`config.mk`:
```
export PLATFORM = sky130hd
export DESIGN_NAME = fps_score
export DESIGN_NICKNAME = d
export VERILOG_FILES = /design/src/sv/assert_macros.svh /design/src/sv/fps_pkg.sv /design/src/sv/fps_score.sv
export SDC_FILE = /design/constraint.sdc
export NUM_CORES = 1
export LEC_CHECK = 0
export ABC_AREA = 1
export BUFFER_PORTS_ARGS = -buffer_cell sky130_fd_sc_hd__clkbuf_2
export CORE_ASPECT_RATIO = 0.7
export CORE_MARGIN = 2
export CORE_UTILIZATION = 45
export DETAILED_ROUTE_END_ITERATION = 8
export SLEW_MARGIN = 15
export SYNTH_ARGS = -nofsm -noshare
export SYNTH_HDL_FRONTEND = slang
export SYNTH_SLANG_ARGS = --single-unit
```
`constraint.sdc`:
```
create_clock -name vclk -period 10.6
set_clock_uncertainty 0.1 [all_clocks]
set_input_delay 2.12 -clock vclk [all_inputs]
set_output_delay 2.12 -clock vclk [all_outputs]
set_load 0.05 [all_outputs]
```
`src/sv/assert_macros.svh`:
```
// Assertion helpers: every assertion is clocked on clk_i and held off while rst_ni is low.
`ifndef ASSERT_MACROS_SVH
`define ASSERT_MACROS_SVH

// Property holds at every clock edge.
`define ASSERT_ON(label, prop, msg) \
  label: assert property (@(posedge clk_i) disable iff (!rst_ni) (prop)) else $error(msg);

// When ante holds, cons holds at the next clock edge.
`define ASSERT_NEXT(label, ante, cons, msg) \
  label: assert property (@(posedge clk_i) disable iff (!rst_ni) (ante) |=> (cons)) \
    else $error(msg);

`endif

```
`src/sv/fps_pkg.sv`:
```
// -----------------------------------------------------------------------------
// fps_pkg
// Shared widths, codes and port types for the roulette-wheel selector.
// -----------------------------------------------------------------------------
`timescale 1ns / 1ps

package fps_pkg;

  localparam int unsigned POP_SIZE  = 64;
  localparam int unsigned IDX_W     = $clog2(POP_SIZE);
  localparam int unsigned CNT_W     = $clog2(POP_SIZE + 1);

  localparam int unsigned WGT_W     = 4;
  localparam int unsigned MISS_W    = 8;
  localparam int unsigned TRAVEL_W  = 24;
  localparam int unsigned FRAC_W    = 16;
  localparam int unsigned SCORE_W   = 28;
  localparam int unsigned SUM_W     = 40;
  localparam int unsigned CMP_W     = SUM_W + FRAC_W;
  localparam int unsigned PICK_W    = 6;
  localparam int unsigned OP_W      = 2;
  localparam int unsigned CFG_IDX_W = 2;

  typedef enum logic [OP_W-1:0] {
    OP_LOAD    = 2'd0,
    OP_DRAW    = 2'd1,
    OP_RESTART = 2'd2
  } op_e;

  localparam logic [CFG_IDX_W-1:0] REG_W_MISSIONS = 2'd0;
  localparam logic [CFG_IDX_W-1:0] REG_W_BONUS    = 2'd1;
  localparam logic [CFG_IDX_W-1:0] REG_W_COST     = 2'd2;

  localparam logic [WGT_W-1:0] W_MISSIONS_RST = 4'd5;
  localparam logic [WGT_W-1:0] W_BONUS_RST    = 4'd3;
  localparam logic [WGT_W-1:0] W_COST_RST     = 4'd2;

  typedef struct packed {
    logic             en;
    logic [IDX_W-1:0] addr;
  } rd_req_t;

  typedef struct packed {
    logic              start;
    logic [FRAC_W-1:0] r;
    logic [SUM_W-1:0]  total;
    logic [CNT_W-1:0]  count;
  } draw_req_t;

endpackage

```
`src/sv/fps_score.sv`:
```
// -----------------------------------------------------------------------------
// fps_score
// Weighted fitness score of one individual, in units of tenths times 2^-8.
// -----------------------------------------------------------------------------
`timescale 1ns / 1ps

module fps_score (
  input  logic [fps_pkg::WGT_W-1:0]    w_missions_i,
  input  logic [fps_pkg::WGT_W-1:0]    w_bonus_i,
  input  logic [fps_pkg::WGT_W-1:0]    w_cost_i,
  input  logic [fps_pkg::MISS_W-1:0]   missions_i,
  input  logic [fps_pkg::MISS_W-1:0]   matches_i,
  input  logic [fps_pkg::TRAVEL_W-1:0] travel_i,
  output logic [fps_pkg::SCORE_W-1:0]  score_o
);
  import fps_pkg::*;

  logic [MISS_W+WGT_W-1:0] miss_prod_w;
  logic [MISS_W+WGT_W-1:0] bonus_prod_w;
  logic [MISS_W+WGT_W:0]   count_sum_w;
  logic [SCORE_W-1:0]      cost_prod_w;

  assign miss_prod_w  = (MISS_W+WGT_W)'(w_missions_i) * (MISS_W+WGT_W)'(missions_i);
  assign bonus_prod_w = (MISS_W+WGT_W)'(w_bonus_i) * (MISS_W+WGT_W)'(matches_i);
  assign count_sum_w  = (MISS_W+WGT_W+1)'(miss_prod_w) + (MISS_W+WGT_W+1)'(bonus_prod_w);
  assign cost_prod_w  = SCORE_W'(w_cost_i) * SCORE_W'(travel_i);

  // scale the count terms by 2^8 to match the fraction bits of the cost
  assign score_o = (SCORE_W'(count_sum_w) << 8) + cost_prod_w;

endmodule

```
==> metrics.txt <==
run status completed; die outline area 14,600 sq um; largest cells by area after synthesis sky130_fd_sc_hd__fa_1 (33%), sky130_fd_sc_hd__nand2_1 (22%), sky130_fd_sc_hd__inv_1 (19%), sky130_fd_sc_hd__ha_1 (13%), sky130_fd_sc_hd__xor2_1 (2.4%); global-route total usage across every layer 20.6%; total number of vias 5,495; largest fanout on the critical path 8; Synth Instances 985; hold-fix buffers at CTS 0; path type of the worst min-delay path input port to output port; antenna cells 0; WP data required 8.38 ns; area of the core 13,200 sq um; cell seen most often among critical-path stages sky130_fd_sc_hd__inv_1; count of different cell masters after synthesis 20; top-level I/O count 80; layout cell share with drive strength beyond 1 8.78%; via count of the first global-routing pass 5,376; share of the synthesized area in the top cell type 32.6%; # rows 35; Starting Density 46.4%; Sequential Area 0 sq um; highest clock frequency the design can meet 0.101 GHz; detailed-route wire length per cell 11.1 microns; met3 wirelength from detailed routing 647 microns; GR Overflow Total 0; critical path's slowest cell sky130_fd_sc_hd__fa_1; number of iterations in the first detailed-routing pass 4; quantity of gates resized following cts 0; mapped cell area 6140 sq um; Area Overhead vs Synth 9.23%; final setup violation count 0; post-route antenna net violation count 0; Yosys top cell by area sky130_fd_sc_hd__fa_1; detailed placer's ending HPWL 12,600 microns; final hold vios 0; final sum of negative setup slack 0 ns; number of antenna violations at the first check in global routing 0; die outline height 102 microns; routability-driven placement congestion ratio 0.874; Slew headroom 63.6%; synth cell count leaders sky130_fd_sc_hd__nand2_1 (353), sky130_fd_sc_hd__inv_1 (318), sky130_fd_sc_hd__fa_1 (100); final critical-path share of the clock period 93.7%; delay of the slowest cell on the worst path 0.53 ns; arrival time of data at the critical path endpoint 7.71 ns; number of DRC markers in iteration 0 358; seq_cells 0; floorplan die width 144 microns; Worst Max-Slew Pin Slew 0.546 ns; post-CTS setup buffer count 0; vias per std cell 4.46; highest routed layer met4; type of origin of the critical path input port; wire length on met1 7730 microns; maximum number of pins on one net before global-route repair 25; unrepaired setup endpoints after global routing false; Net Count, Synth 1,203; Crit Path Class input port to output port; first-pass GRT wire length 24,800 microns; most frequent cell after synthesis sky130_fd_sc_hd__nand2_1; number of max-cap violations 0; number of I/O port buffers 80; critical path capture point type output port; Post-Synthesis Mean Instance Area 6.23 sq um; count of warnings emitted by yosys 0; number of clock buffers in the layout 0; wire length after detailed routing 13,700 microns; Final Max Slew Viols 0; total number of nets in the final design 1,268; DR DRC count 0; sequential cell area fraction in the yosys report 0%; detailed-routed wire length on met2 5300 microns; Final min period 9.93 ns
==> path summary, 6_finish.rpt <==
path | start | endpoint | slack [ns] | depth (start not counted)
worst min-delay path | travel_i[0] | score_o[0] | 4.57 | 4
worst max-delay path | w_bonus_i[3] | score_o[23] | 0.67 | 29
==> cells by family after synthesis <==
kind of cell               Yosys count  share of synthesized area [%]
AOI/OAI and AO/OA                   28                           2.36
xor gates and xnor gates            19                           2.71
adders and majority gates          166                           46.0
buffers and inverters              335                           20.5
and+or+nand+nor                    437                           28.4
==> through the flow <==
step | setup slack [ns] | utilization [%] | hold WS [ns] | std cells | instance area [sq um]
6_report | 0.672 | 50.7 | 4.57 | 1233 | 6710
2_1_floorplan | 0.841 | - | 4.37 | 985 | 6140
5_1_grt | 0.263 | 50.7 | 4.62 | 1233 | 6710
3_3_place_gp | 0.746 | 50.7 | 4.57 | 1233 | 6710
4_1_cts | 0.679 | 50.7 | 4.57 | 1233 | 6710
3_5_place_dp | 0.690 | 50.7 | 4.57 | 1233 | 6710
==> final cells by class <==
cell class / instances / area (sq um)
fill: 1457 / 6520
inverter: 318 / 1190
multi-input combinational: 650 / 4880
tap: 185 / 231
timing repair buffer: 80 / 400
==> routing by layer <==
layer	vias up	GRT usage, %
li1	2908	-
met1	2468	34.3
met2	117	31.9
met3	2	0.0946
met4	0	0.226
met5	-	0
==> placed cells by master (no fill, tap or decap), drive strengths merged <==
master / netlist / final
ha: 66 / 66
inv: 318 / 318
xor2: 17 / 17
xnor2: 2 / 2
a21oi: 21 / 21
nor3: 2 / 2
nor2: 37 / 37
nand4: 9 / 9
o21ai: 5 / 5
o21bai: 2 / 2
nand3b: 3 / 3
fa: 100 / 100
nand2: 356 / 356
nand3: 29 / 29
or2: 1 / 1
clkbuf: 17 / 80
==> worst max-delay path: cells and delay by family <==
| kind | cells | cell delay [ns] |
|---|---|---|
| AOI/OAI and AO/OA | 2 | 0.30 |
| buffers and inverters | 10 | 0.87 |
| and+or+nand+nor | 9 | 0.97 |
| adders and majority gates | 7 | 3.26 |
| xor gates and xnor gates | 1 | 0.16 |
Power is left out: the tool's default activity adds up to more than one toggle a clock period on the data nets, which glitch-free logic cannot reach.
