`src/sv/assert_macros.svh`:
```
// Assertion helpers: every assertion is clocked on clk_i and held off while rst_ni is low.
`ifndef ASSERT_MACROS_SVH
`define ASSERT_MACROS_SVH

// Property holds at every clock edge.
`define ASSERT_ON(label, prop, msg) \
  label: assert property (@(posedge clk_i) disable iff (!rst_ni) (prop)) else $error(msg);

// When ante holds, cons holds at the next clock edge.
`define ASSERT_NEXT(label, ante, cons, msg) \
  label: assert property (@(posedge clk_i) disable iff (!rst_ni) (ante) |=> (cons)) \
    else $error(msg);

`endif

```
`src/sv/fps_pkg.sv`:
```
// -----------------------------------------------------------------------------
// fps_pkg
// Shared widths, codes and port types for the roulette-wheel selector.
// -----------------------------------------------------------------------------
`timescale 1ns / 1ps

package fps_pkg;

  localparam int unsigned POP_SIZE  = 64;
  localparam int unsigned IDX_W     = $clog2(POP_SIZE);
  localparam int unsigned CNT_W     = $clog2(POP_SIZE + 1);

  localparam int unsigned WGT_W     = 4;
  localparam int unsigned MISS_W    = 8;
  localparam int unsigned TRAVEL_W  = 24;
  localparam int unsigned FRAC_W    = 16;
  localparam int unsigned SCORE_W   = 28;
  localparam int unsigned SUM_W     = 40;
  localparam int unsigned CMP_W     = SUM_W + FRAC_W;
  localparam int unsigned PICK_W    = 6;
  localparam int unsigned OP_W      = 2;
  localparam int unsigned CFG_IDX_W = 2;

  typedef enum logic [OP_W-1:0] {
    OP_LOAD    = 2'd0,
    OP_DRAW    = 2'd1,
    OP_RESTART = 2'd2
  } op_e;

  localparam logic [CFG_IDX_W-1:0] REG_W_MISSIONS = 2'd0;
  localparam logic [CFG_IDX_W-1:0] REG_W_BONUS    = 2'd1;
  localparam logic [CFG_IDX_W-1:0] REG_W_COST     = 2'd2;

  localparam logic [WGT_W-1:0] W_MISSIONS_RST = 4'd5;
  localparam logic [WGT_W-1:0] W_BONUS_RST    = 4'd3;
  localparam logic [WGT_W-1:0] W_COST_RST     = 4'd2;

  typedef struct packed {
    logic             en;
    logic [IDX_W-1:0] addr;
  } rd_req_t;

  typedef struct packed {
    logic              start;
    logic [FRAC_W-1:0] r;
    logic [SUM_W-1:0]  total;
    logic [CNT_W-1:0]  count;
  } draw_req_t;

endpackage

```
`src/sv/fps_mem.sv`:
```
// -----------------------------------------------------------------------------
// fps_mem
// Cumulative score store: one write port, one registered read port.
// -----------------------------------------------------------------------------
`timescale 1ns / 1ps

module fps_mem (
  input  logic                       clk_i,
  input  logic                       we_i,
  input  logic [fps_pkg::IDX_W-1:0]  waddr_i,
  input  logic [fps_pkg::SUM_W-1:0]  wdata_i,
  input  fps_pkg::rd_req_t           rd_i,
  output logic [fps_pkg::SUM_W-1:0]  rdata_o
);
  import fps_pkg::*;

  logic [SUM_W-1:0] mem_q [POP_SIZE];
  logic [SUM_W-1:0] rdata_q;

  always_ff @(posedge clk_i) begin
    if (we_i) begin
      mem_q[waddr_i] <= wdata_i;
    end
    if (rd_i.en) begin
      rdata_q <= mem_q[rd_i.addr];
    end
  end

  assign rdata_o = rdata_q;

endmodule

```
`config.mk`:
```
export PLATFORM = sky130hd
export DESIGN_NAME = fps_mem
export DESIGN_NICKNAME = d
export VERILOG_FILES = /design/src/sv/assert_macros.svh /design/src/sv/fps_pkg.sv /design/src/sv/fps_mem.sv
export SDC_FILE = /design/constraint.sdc
export NUM_CORES = 2
export LEC_CHECK = 0
export BUFFER_PORTS_ARGS = -buffer_cell sky130_fd_sc_hd__buf_2
export CAP_MARGIN = 20
export CORE_ASPECT_RATIO = 0.7
export CORE_MARGIN = 1
export CORE_UTILIZATION = 63
export CTS_CLUSTER_SIZE = 14
export DETAILED_ROUTE_END_ITERATION = 7
export PLACE_DENSITY_LB_ADDON = 0.12
export SYNTH_ARGS = -nofsm -noshare
export SYNTH_HDL_FRONTEND = slang
export SYNTH_SLANG_ARGS = --single-unit
```
`constraint.sdc`:
```
create_clock -name clk_i -period 6.6 [get_ports clk_i]
set_input_delay 1.32 -clock clk_i [delete_from_list [all_inputs] [get_ports clk_i]]
set_output_delay 1.32 -clock clk_i [all_outputs]
set_load 0.01 [all_outputs]
```
==> results.json <==
{
  "status": "finished clean",
  "syn_nets": 4250,
  "multi_input_area_mm2": 0.0194,
  "slowest_stage": "or3b_2",
  "period_needed_ps": 4110,
  "tns_ps": 0,
  "drc": 0,
  "syn_inst": 4195,
  "antenna_found_initial": 18,
  "timing.fmax_ghz": 0.243,
  "mostFrequentLayoutCells": "2600 x edfxtp_1, 608 x mux4_2, 227 x clkbuf_16",
  "fillers": 8903,
  "skew_ps": 26.6,
  "cp.required_ps": 7330,
  "dpl.hpwl_um": 137000,
  "rows": 120,
  "path_delay_family": "simple AND/OR/NAND/NOR gates",
  "arrival_ps": 4840,
  "cts_hold_buf": 0,
  "die-area_mm2": 0.158,
  "grt_max_degree": 123,
  "avgSynthCellArea_um2": 23.4,
  "htree_levels": 4,
  "cpMostUsedCell": "buf_4",
  "viasPerCell": 7.06,
  "slew_viol_final": 0,
  "instances_no_fill": 6720,
  "synth_warnings": 0,
  "drtIter0Drc": 6916,
  "syn_area_mm2": 0.0982,
  "cts_sinks": 2600,
  "ff2ff_setup_slack_ps": 4320,
  "path_buf_inv": 2,
  "core_area_mm2": 0.154,
  "numCtsBuffers": 224,
  "path_class": "in -> reg",
  "crit_path_end_kind": "flop",
  "grt_pass1_vias": 46400,
  "hold_viol": 0,
  "post_cts_buffers": 0,
  "synth_edf_count": 2600,
  "final_common_cell": "edfxtp_1",
  "synth_seq_cells": 2600,
  "final_net_count": 4506,
  "ys_seq_area_share_pct": 79.5,
  "dp.cells": 6271,
  "start_util_pct": 63.8,
  "holdCritPathClass": "in -> reg",
  "track_usage_pct": 32.0,
  "area_growth_pct": 11.1,
  "synth-main-ff-cell": "edfxtp_1",
  "drive_above_1_share_pct": 27.4,
  "clock-root-buffer": "clkbuf_16",
  "crit_fanout": 78,
  "vias": 47400,
  "ir_drop_v": 0.000360,
  "final-seq-area_mm2": 0.0781,
  "rsz0062_at_grt": "no",
  "io_buffers": 94,
  "maxSlewHeadroom_pct": 19.4,
  "overflow": 0,
  "start_kind": "input port",
  "cts.clk_slew.worst_paths_ps": 60,
  "fp.dieW_um": 474,
  "cellPowerDensity_mw_per_mm2": 297,
  "cts_resized": 0,
  "path_cells": "buf_4 > buf_4 > or3b_2 > o22ai_1 > nor4_1 > o22a_1",
  "worst_pin_slew_ps": 1210,
  "cp_slowest_stage_delay_ps": 1040,
  "ant_nets": 0,
  "wl_per_cell_um": 36.7,
  "insertion_delay_ps": 870,
  "period_share_pct": 62.2,
  "pin_count": 95,
  "fp.dieH_um": 332,
  "drt_first_pass_iters": 6,
  "grt_pass1_wl_um": 349000,
  "maxCapViolCount": 0,
  "setup_viol": 0,
  "synth-async-reset-ratio_pct": 0,
  "leakage_uw": 0.0338,
  "cts_tree": "built",
  "synthDistinctLibCells": 35,
  "cts.path.max_buffers": 3,
  "gp_congestion": 0.825,
  "wl_um": 247000
}
==> area by class of cell <==
type | count | share of cell area [%]
clock inverter | 102 | 0.715
tap | 2074 | 2.38
timing repair buffer | 268 | 2.07
sequential | 2600 | 71.5
antenna | 21 | 0.0482
clock buffer | 298 | 5.45
multi-input combinational | 1357 | 17.8
==> metal layers <==
layer / global-route usage (%) / up-vias / part of all wire [%]
met5: 0 / - / 0.023
met4: 10.2 / 10 / 3.1
met3: 7.42 / 385 / 12
met2: 45.4 / 3112 / 45
met1: 50.2 / 25300 / 40
li1: - / 18600 / -
==> through the flow <==
step / hold slack [ps] / utilization (%) / worst slack, ps / total power [µW] / area (µm²)
after floorplan: 838 / - / 1560 / 19600 / 98200
after global placement: 877 / 66.1 / 1360 / 20300 / 102000
after detailed placement: 902 / 66.1 / 1600 / 20300 / 102000
after CTS: 911 / 70.5 / 2520 / 32500 / 109000
after global routing: 768 / 70.9 / 2500 / 33200 / 109000
final: 770 / 70.9 / 2490 / 32400 / 109000
==> synthesized netlist by cell type, types with 13 or more instances <==
| cell | instances | share of area [%] |
|---|---|---|
| clkbuf_1 | 80 | 0.31 |
| mux2_2 | 38 | 0.44 |
| nor4_1 | 34 | 0.22 |
| mux2i_1 | 113 | 1.2 |
| buf_2 | 81 | 0.41 |
| nand2_1 | 19 | 0.073 |
| buf_4 | 49 | 0.37 |
| o21ai_1 | 14 | 0.071 |
| nor2b_1 | 16 | 0.10 |
| nor2_1 | 97 | 0.37 |
| a22oi_1 | 18 | 0.14 |
| nand2b_1 | 13 | 0.083 |
| mux4_2 | 608 | 14 |
| o22ai_1 | 143 | 0.91 |
| buf_1 | 20 | 0.076 |
| o221ai_1 | 42 | 0.37 |
| edfxtp_1 | 2600 | 79 |
| a21oi_1 | 68 | 0.35 |
| o22a_1 | 26 | 0.23 |
| a221oi_1 | 34 | 0.30 |
| a22o_1 | 16 | 0.14 |
==> cells by family (layout without fill, tap and decap cells) <==
family / count (synthesis) / after routing / synth area share (%)
other cells: 0 / 21 / 0
simple gates: 215 / 215 / 1.07
flops: 2600 / 2600 / 79.5
compound gates: 383 / 383 / 2.67
mux: 759 / 759 / 15.5
buf+inv: 238 / 668 / 1.26
==> worst paths after layout <==
kind                                     from             to  depth (start not counted)
worst max-delay path                  rd_i[3]    rdata_o[35]                          6
worst min-delay path              wdata_i[10]  mem_q[26][10]                          1
worst max register to register  mem_q[24][32]    rdata_o[32]                          4
worst min register to register  mem_q[48][20]    rdata_o[20]                          4
==> where the power goes <==
| part | total (µW) | switching (µW) | leakage (µW) | internal, µW |
|---|---|---|---|---|
| logic | 1640 | 1040 | 0.00711 | 600 |
| registers | 18400 | 60.5 | 0.0234 | 18300 |
| clock network | 12400 | 5740 | 0.00327 | 6680 |
| total | 32400 | 6840 | 0.0338 | 25600 |
==> sequential cells by signal, summed over array words and instances (netlist names) <==
register / count
rdata_o: 40
mem_q: 2560
Power figures use the tool's default switching activity.
