===== src/sv/assert_macros.svh =====
// Assertion helpers: every assertion is clocked on clk_i and held off while rst_ni is low.
`ifndef ASSERT_MACROS_SVH
`define ASSERT_MACROS_SVH

// Property holds at every clock edge.
`define ASSERT_ON(label, prop, msg) \
  label: assert property (@(posedge clk_i) disable iff (!rst_ni) (prop)) else $error(msg);

// When ante holds, cons holds at the next clock edge.
`define ASSERT_NEXT(label, ante, cons, msg) \
  label: assert property (@(posedge clk_i) disable iff (!rst_ni) (ante) |=> (cons)) \
    else $error(msg);

`endif


===== src/sv/fps_pkg.sv =====
// -----------------------------------------------------------------------------
// fps_pkg
// Shared widths, codes and port types for the roulette-wheel selector.
// -----------------------------------------------------------------------------
`timescale 1ns / 1ps

package fps_pkg;

  localparam int unsigned POP_SIZE  = 64;
  localparam int unsigned IDX_W     = $clog2(POP_SIZE);
  localparam int unsigned CNT_W     = $clog2(POP_SIZE + 1);

  localparam int unsigned WGT_W     = 4;
  localparam int unsigned MISS_W    = 8;
  localparam int unsigned TRAVEL_W  = 24;
  localparam int unsigned FRAC_W    = 16;
  localparam int unsigned SCORE_W   = 28;
  localparam int unsigned SUM_W     = 40;
  localparam int unsigned CMP_W     = SUM_W + FRAC_W;
  localparam int unsigned PICK_W    = 6;
  localparam int unsigned OP_W      = 2;
  localparam int unsigned CFG_IDX_W = 2;

  typedef enum logic [OP_W-1:0] {
    OP_LOAD    = 2'd0,
    OP_DRAW    = 2'd1,
    OP_RESTART = 2'd2
  } op_e;

  localparam logic [CFG_IDX_W-1:0] REG_W_MISSIONS = 2'd0;
  localparam logic [CFG_IDX_W-1:0] REG_W_BONUS    = 2'd1;
  localparam logic [CFG_IDX_W-1:0] REG_W_COST     = 2'd2;

  localparam logic [WGT_W-1:0] W_MISSIONS_RST = 4'd5;
  localparam logic [WGT_W-1:0] W_BONUS_RST    = 4'd3;
  localparam logic [WGT_W-1:0] W_COST_RST     = 4'd2;

  typedef struct packed {
    logic             en;
    logic [IDX_W-1:0] addr;
  } rd_req_t;

  typedef struct packed {
    logic              start;
    logic [FRAC_W-1:0] r;
    logic [SUM_W-1:0]  total;
    logic [CNT_W-1:0]  count;
  } draw_req_t;

endpackage


===== src/sv/fps_search.sv =====
// -----------------------------------------------------------------------------
// fps_search
// Draw engine: threshold multiply, then binary search of the cumulative store.
// -----------------------------------------------------------------------------
`timescale 1ns / 1ps

module fps_search (
  input  logic                       clk_i,
  input  logic                       rst_ni,
  input  fps_pkg::draw_req_t         req_i,
  output logic                       busy_o,
  output fps_pkg::rd_req_t           rd_o,
  input  logic [fps_pkg::SUM_W-1:0]  rdata_i,
  output logic                       out_valid_o,
  input  logic                       out_stall_i,
  output logic [fps_pkg::PICK_W-1:0] picked_index_o,
  output logic                       no_pick_o
);
  import fps_pkg::*;
  `include "assert_macros.svh"

  typedef enum logic [1:0] {
    S_IDLE,
    S_MUL,
    S_SRCH
  } state_e;

  state_e             state_q, state_d;
  logic [FRAC_W-1:0]  r_q, r_d;
  logic [SUM_W-1:0]   total_q, total_d;
  logic [CNT_W-1:0]   cnt_q, cnt_d;
  logic [CMP_W-1:0]   thr_q, thr_d;
  logic [IDX_W-1:0]   lo_q, lo_d;
  logic [IDX_W-1:0]   hi_q, hi_d;
  logic [IDX_W-1:0]   mid_q, mid_d;
  logic               pend_q, pend_d;
  logic               nopick_q, nopick_d;
  logic               out_valid_q, out_valid_d;
  logic [PICK_W-1:0]  out_idx_q, out_idx_d;
  logic               out_nopick_q, out_nopick_d;

  logic [CMP_W-1:0]   shifted_w;
  logic               hit_w;
  logic [IDX_W-1:0]   lo_n, hi_n;
  logic [IDX_W:0]     mid_sum_w;
  logic               out_free_w;
  logic               out_load_w;

  assign shifted_w  = {rdata_i, FRAC_W'(0)};
  assign hit_w      = shifted_w > thr_q;
  assign out_free_w = !out_valid_q || !out_stall_i;

  // narrow the window with the entry read in the previous cycle
  always_comb begin
    lo_n = lo_q;
    hi_n = hi_q;
    if (pend_q) begin
      if (hit_w) begin
        hi_n = mid_q;
      end else begin
        lo_n = mid_q + IDX_W'(1);
      end
    end
  end

  assign mid_sum_w = (IDX_W+1)'(lo_n) + (IDX_W+1)'(hi_n);

  always_comb begin
    state_d      = state_q;
    r_d          = r_q;
    total_d      = total_q;
    cnt_d        = cnt_q;
    thr_d        = thr_q;
    lo_d         = lo_q;
    hi_d         = hi_q;
    mid_d        = mid_q;
    pend_d       = 1'b0;
    nopick_d     = nopick_q;
    out_idx_d    = out_idx_q;
    out_nopick_d = out_nopick_q;
    out_valid_d  = out_valid_q && out_stall_i;
    out_load_w   = 1'b0;
    rd_o         = '0;

    case (state_q)
      S_IDLE: begin
        if (req_i.start) begin
          r_d      = req_i.r;
          total_d  = req_i.total;
          cnt_d    = req_i.count;
          lo_d     = '0;
          hi_d     = (req_i.count == '0) ? '0 : IDX_W'(req_i.count - CNT_W'(1));
          nopick_d = (req_i.count == '0) || (req_i.total == '0);
          state_d  = S_MUL;
        end
      end
      S_MUL: begin
        thr_d   = CMP_W'(r_q) * CMP_W'(total_q);
        state_d = S_SRCH;
      end
      S_SRCH: begin
        lo_d = lo_n;
        hi_d = hi_n;
        if (nopick_q || lo_n == hi_n) begin
          // hold the answer until the output register frees up
          if (out_free_w) begin
            out_load_w   = 1'b1;
            out_valid_d  = 1'b1;
            out_idx_d    = nopick_q ? '0 : PICK_W'(lo_n);
            out_nopick_d = nopick_q;
            state_d      = S_IDLE;
          end
        end else begin
          mid_d   = mid_sum_w[IDX_W:1];
          pend_d  = 1'b1;
          rd_o.en   = 1'b1;
          rd_o.addr = mid_sum_w[IDX_W:1];
        end
      end
      default: begin
        state_d = S_IDLE;
      end
    endcase
  end

  always_ff @(posedge clk_i or negedge rst_ni) begin
    if (!rst_ni) begin
      state_q     <= S_IDLE;
      pend_q      <= 1'b0;
      out_valid_q <= 1'b0;
    end else begin
      state_q     <= state_d;
      pend_q      <= pend_d;
      out_valid_q <= out_valid_d;
    end
  end

  always_ff @(posedge clk_i) begin
    r_q          <= r_d;
    total_q      <= total_d;
    cnt_q        <= cnt_d;
    thr_q        <= thr_d;
    lo_q         <= lo_d;
    hi_q         <= hi_d;
    mid_q        <= mid_d;
    nopick_q     <= nopick_d;
    out_idx_q    <= out_idx_d;
    out_nopick_q <= out_nopick_d;
  end

  assign busy_o         = (state_q != S_IDLE);
  assign out_valid_o    = out_valid_q;
  assign picked_index_o = out_idx_q;
  assign no_pick_o      = out_nopick_q;

  `ASSERT_ON(a_window_order, (state_q == S_SRCH && !nopick_q) |-> (lo_q <= hi_q),
    "search window inverted")
  `ASSERT_ON(a_mid_in_window, pend_q |-> (mid_q >= lo_q && mid_q < hi_q),
    "probe outside search window")
  `ASSERT_ON(a_pick_loaded, (out_load_w && !nopick_q) |-> (CNT_W'(lo_n) < cnt_q),
    "picked index beyond loaded count")
  `ASSERT_NEXT(a_start_idle, state_q != S_IDLE, !req_i.start || state_q == S_IDLE,
    "draw started while busy")

endmodule


===== config.mk =====
export PLATFORM = sky130hd
export DESIGN_NAME = fps_search
export DESIGN_NICKNAME = d
export VERILOG_FILES = /design/src/sv/fps_pkg.sv /design/src/sv/fps_search.sv
export VERILOG_INCLUDE_DIRS = /design/src /design/src/sv
export SDC_FILE = /design/constraint.sdc
export NUM_CORES = 2
export LEC_CHECK = 0
export BUFFER_PORTS_ARGS = -buffer_cell sky130_fd_sc_hd__buf_2
export CAP_MARGIN = 20
export CORE_ASPECT_RATIO = 1.25
export CORE_UTILIZATION = 60
export DETAILED_ROUTE_END_ITERATION = 10
export PLACE_DENSITY = 0.88
export SETUP_SLACK_MARGIN = 0.02
export SLEW_MARGIN = 20
export SYNTH_ARGS = -nofsm -noshare
export SYNTH_HDL_FRONTEND = slang
export SYNTH_SLANG_ARGS = --single-unit
export TNS_END_PERCENT = 1

===== constraint.sdc =====
create_clock -name clk_i -period 18.3 [get_ports clk_i]
set_clock_uncertainty 0.15 [all_clocks]
set_input_delay 3.66 -clock clk_i [delete_from_list [all_inputs] [get_ports clk_i]]
set_output_delay 3.66 -clock clk_i [all_outputs]
set_load 0.01 [all_outputs]

==> results.txt <==
TritonCTS built the clock tree. The clock passes through at most 2 buffers. For this design, the CTS-stage hold fixing added 0 buffers. Headroom to the max-slew limit came out at 30.3%. The number of CTS-inserted buffers came out at 17. The number of distinct library cells after synthesis came out at 62.

In this run the vertical extent of the chip is 237 um. Setup total negative slack on the finished layout was measured at 0 ns. The synthesized area came out at 26,400 sq um. The number of top-level pins is 123. For the worst-skew pair, the clock arrives at the later sink with an insertion delay of 0.48 ns. The first global-routing pass estimated 118,000 um of wire. Measured in cells, the most critical reg-to-reg path has a length of 21.

The count of fill cells added during filler insertion is 3,264. The leftover overflow at the end of global routing came out at 0. The x dimension of the die is 190 um. The run finished with clean final reports.

The remaining number of nets flagged by the antenna check after routing came out at 0. The routability-driven placement congestion ratio is 0.959. The count of state elements after synthesis is 142. The share of flip-flops with an asynchronous set or reset after synthesis came out at 2.82%. The min-delay analysis places its worst path in the category register to register. For this configuration, the core starts out at a cell density of 61.0%. Leaving out fill and tap cells, the most frequent cells in the layout are sky130_fd_sc_hd__inv_1 (651), sky130_fd_sc_hd__fa_1 (531), sky130_fd_sc_hd__nand2_1 (496), sky130_fd_sc_hd__and2_1 (207), sky130_fd_sc_hd__ha_1 (177).

Tracing the worst setup path back leads to its startpoint at rdata_i[22]. The number of gates given a new drive strength after cts is 0. The final-report max-slew violation count came out at 0. Input and output buffers added on the ports amount to 122. The worst setup path is launched from an input port. Yosys attributes the largest share of cell area to sky130_fd_sc_hd__fa_1 (40%), sky130_fd_sc_hd__edfxtp_1 (16%), sky130_fd_sc_hd__inv_1 (9.2%), sky130_fd_sc_hd__ha_1 (8.4%), sky130_fd_sc_hd__nand2_1 (7.0%). During synthesis, Yosys emitted a total of 0 warnings.

The maximum clock rate came out at 82.4 MHz. Data on the critical path arrives at its endpoint at 8.32 ns. Summing all flip-flop and latch instances after layout gives 4240 sq um.

The worst setup path is captured at a primary output. The critical path is of the input port to primary output type. The antenna diode count came out at 0. The count of buffers added by post-CTS timing repair for setup came out at 0. The number of flops mapped to enable cells by yosys is 138.

The number of max-cap violations is 0. The period utilization is 66.3%. The pin count of the biggest net entering global routing is 58. After legalization and detailed placement, the total HPWL measured 54,100 um. For this run, the slowest stage of the critical path takes 0.84 ns. In this run the clock root is driven by a sky130_fd_sc_hd__clkbuf_16.

The slowest cell on the critical path is sky130_fd_sc_hd__o21ai_1. Counting every net in the synthesized netlist gives 3,629. The via count of the first global-routing pass is 23,600.

The violation count after the first detailed-route iteration came out at 1,790. The register-to-register path setup slack came out at 10.21 ns. The post-detailed-route wirelength per cell is 21.2 um. The post-synthesis to final-layout area growth came out at 6.29%.

The die outline area is 44,900 sq um. The endpoint identified for the worst register-to-register timing path is thr_q[53]. Of the cells placed in the final design, the portion with a size suffix greater than 1 is 7.04%. The fraction of synthesized cell area taken by the top area cell type came out at 40.2%. After detailed routing, the number of remaining DRC violations is 0. The initial antenna violation count came out at 2.

The first detailed-routing pass took 7 iterations. The count of H-tree levels built during CTS is 4. The vias after detailed routing came out at 20,500. The leading area contributor after synthesis is sky130_fd_sc_hd__fa_1. After floorplanning, the core was divided into 85 placement rows. Leaving out fill and tap cells, the most frequent cell in the layout is sky130_fd_sc_hd__inv_1. The TritonCTS sink count came out at 142. The average size of a mapped cell came out at 9.39 sq um. The predominant post-synthesis flop cell is sky130_fd_sc_hd__edfxtp_1. The required time of the worst setup path is 14.49 ns. The slew at the pin with the worst max-slew slack is 1.04 ns. The end point of the critical path is rd_o[3]. The core outline area is 43,300 sq um. Setup repair after global routing left no endpoint under its margin. The signal on the critical path passes through buf_2 > ha_1 > nand4_1 > or4_1 > or3_1 > a31oi_2 > nor2_2 > o21ai_1 > mux2_1 > ha_1 > nor4_1 > a21o_1 > nor2_1 > and2_1 > buf_2.

The share of synthesized area occupied by flip-flops and latches came out at 16.1%. Global routing used 35.0% of the available tracks. The final period demand of the worst path came out at 12.13 ns. Wires add up to 72,800 um. Clock-pin slew was measured on the worst setup and hold paths at 0.07 ns. The worst flop-to-flop path startpoint is r_q[7].

The highest fanout seen on the critical path came out at 13. Synthesis produced 2,814 cells. The hold violation total from the final report came to 0.

The total number of nets in the final design is 3,670. The combined area of the multi-input logic cells came out at 19,300 sq um. The average via count per standard cell is 5.96. The final setup violation count is 0.
==> worst max-delay path, delay by kind of cell <==
kind                     cells  cell delay [ns]
AO/OA/AOI/OAI                3             1.30
adder cells (fa/ha/maj)      2             0.62
buffers and inverters        2             0.23
multiplexers                 1             0.40
AND/OR/NAND/NOR              7             2.12
==> how the worst min path moves through the flow <==
stage / from / cells past startpoint / to
after floorplan: nopick_q / 0 / no_pick_o
after global placement: out_valid_o / 2 / out_valid_o
after detailed placement: out_valid_o / 2 / out_valid_o
after CTS: out_valid_o / 2 / out_valid_o
after global routing: out_valid_o / 2 / out_valid_o
final: out_valid_o / 2 / out_valid_o
==> per-stage QoR <==
step	area, sq um	std cells	setup WS, ns	util, %	hold WS, ns
floorplan	26400	2814	7.30	-	0.328
global placement	27500	3400	6.23	63.4	0.369
detailed placement	27500	3400	6.10	63.4	0.387
CTS	28100	3432	6.12	64.9	0.406
global route	28100	3433	5.84	64.9	0.455
finish	28100	3433	6.17	64.9	0.407
==> cells by family (layout without fill, tap and decap cells) <==
logic type	after synthesis	count (layout)	synth area share, %
compound gates	239	239	5.82
xor+xnor	64	64	2.12
fa+ha+maj	708	708	48.6
buf+inv	776	830	11.1
flops	142	142	16.1
mux	25	25	1.07
simple gates	860	860	15.2
==> cell type report <==
class / count / area share, %
multi-input combinational: 1896 / 68.6
sequential: 142 / 15.1
inverter: 651 / 8.70
timing repair buffer: 147 / 2.83
tap: 565 / 2.52
clock buffer: 17 / 1.51
clock inverter: 15 / 0.708
==> synthesized netlist by cell type (9+ instances only) <==
cell                       count
sky130_fd_sc_hd__nor3_1       16
sky130_fd_sc_hd__o21bai_1     11
sky130_fd_sc_hd__nor2_1       35
sky130_fd_sc_hd__mux2i_1      15
sky130_fd_sc_hd__nand2b_1     19
sky130_fd_sc_hd__nor4_1       17
sky130_fd_sc_hd__xor2_1       24
sky130_fd_sc_hd__o21ai_1       9
sky130_fd_sc_hd__fa_1        531
sky130_fd_sc_hd__nand4_1      20
sky130_fd_sc_hd__edfxtp_1    138
sky130_fd_sc_hd__ha_1        177
sky130_fd_sc_hd__inv_1       651
sky130_fd_sc_hd__nand2_1     496
sky130_fd_sc_hd__o21ai_0      30
sky130_fd_sc_hd__nand3_1      18
sky130_fd_sc_hd__a21oi_1      86
sky130_fd_sc_hd__a21o_1       52
sky130_fd_sc_hd__xnor2_1      40
sky130_fd_sc_hd__and2_1      207
sky130_fd_sc_hd__clkbuf_1    120
==> per-layer routing <==
layer | GRT usage (%) | wire length [um]
met5 | 0 | 27
met4 | 28.2 | 6400
met1 | 37.0 | 23200
met2 | 59.6 | 36600
met3 | 8.26 | 6570
==> flip-flops by register name, indices dropped and copies added, names as in the netlist <==
register / flops
thr_q: 56
total_q: 40
r_q: 16
hi_q: 6
lo_q: 6
mid_q: 6
picked_index_o: 6
state_q: 2
no_pick_o: 1
nopick_q: 1
out_valid_o: 1
pend_q: 1
Power is not shown: default switching activity piles up to over one toggle a cycle in this logic, so the estimate is an artifact.
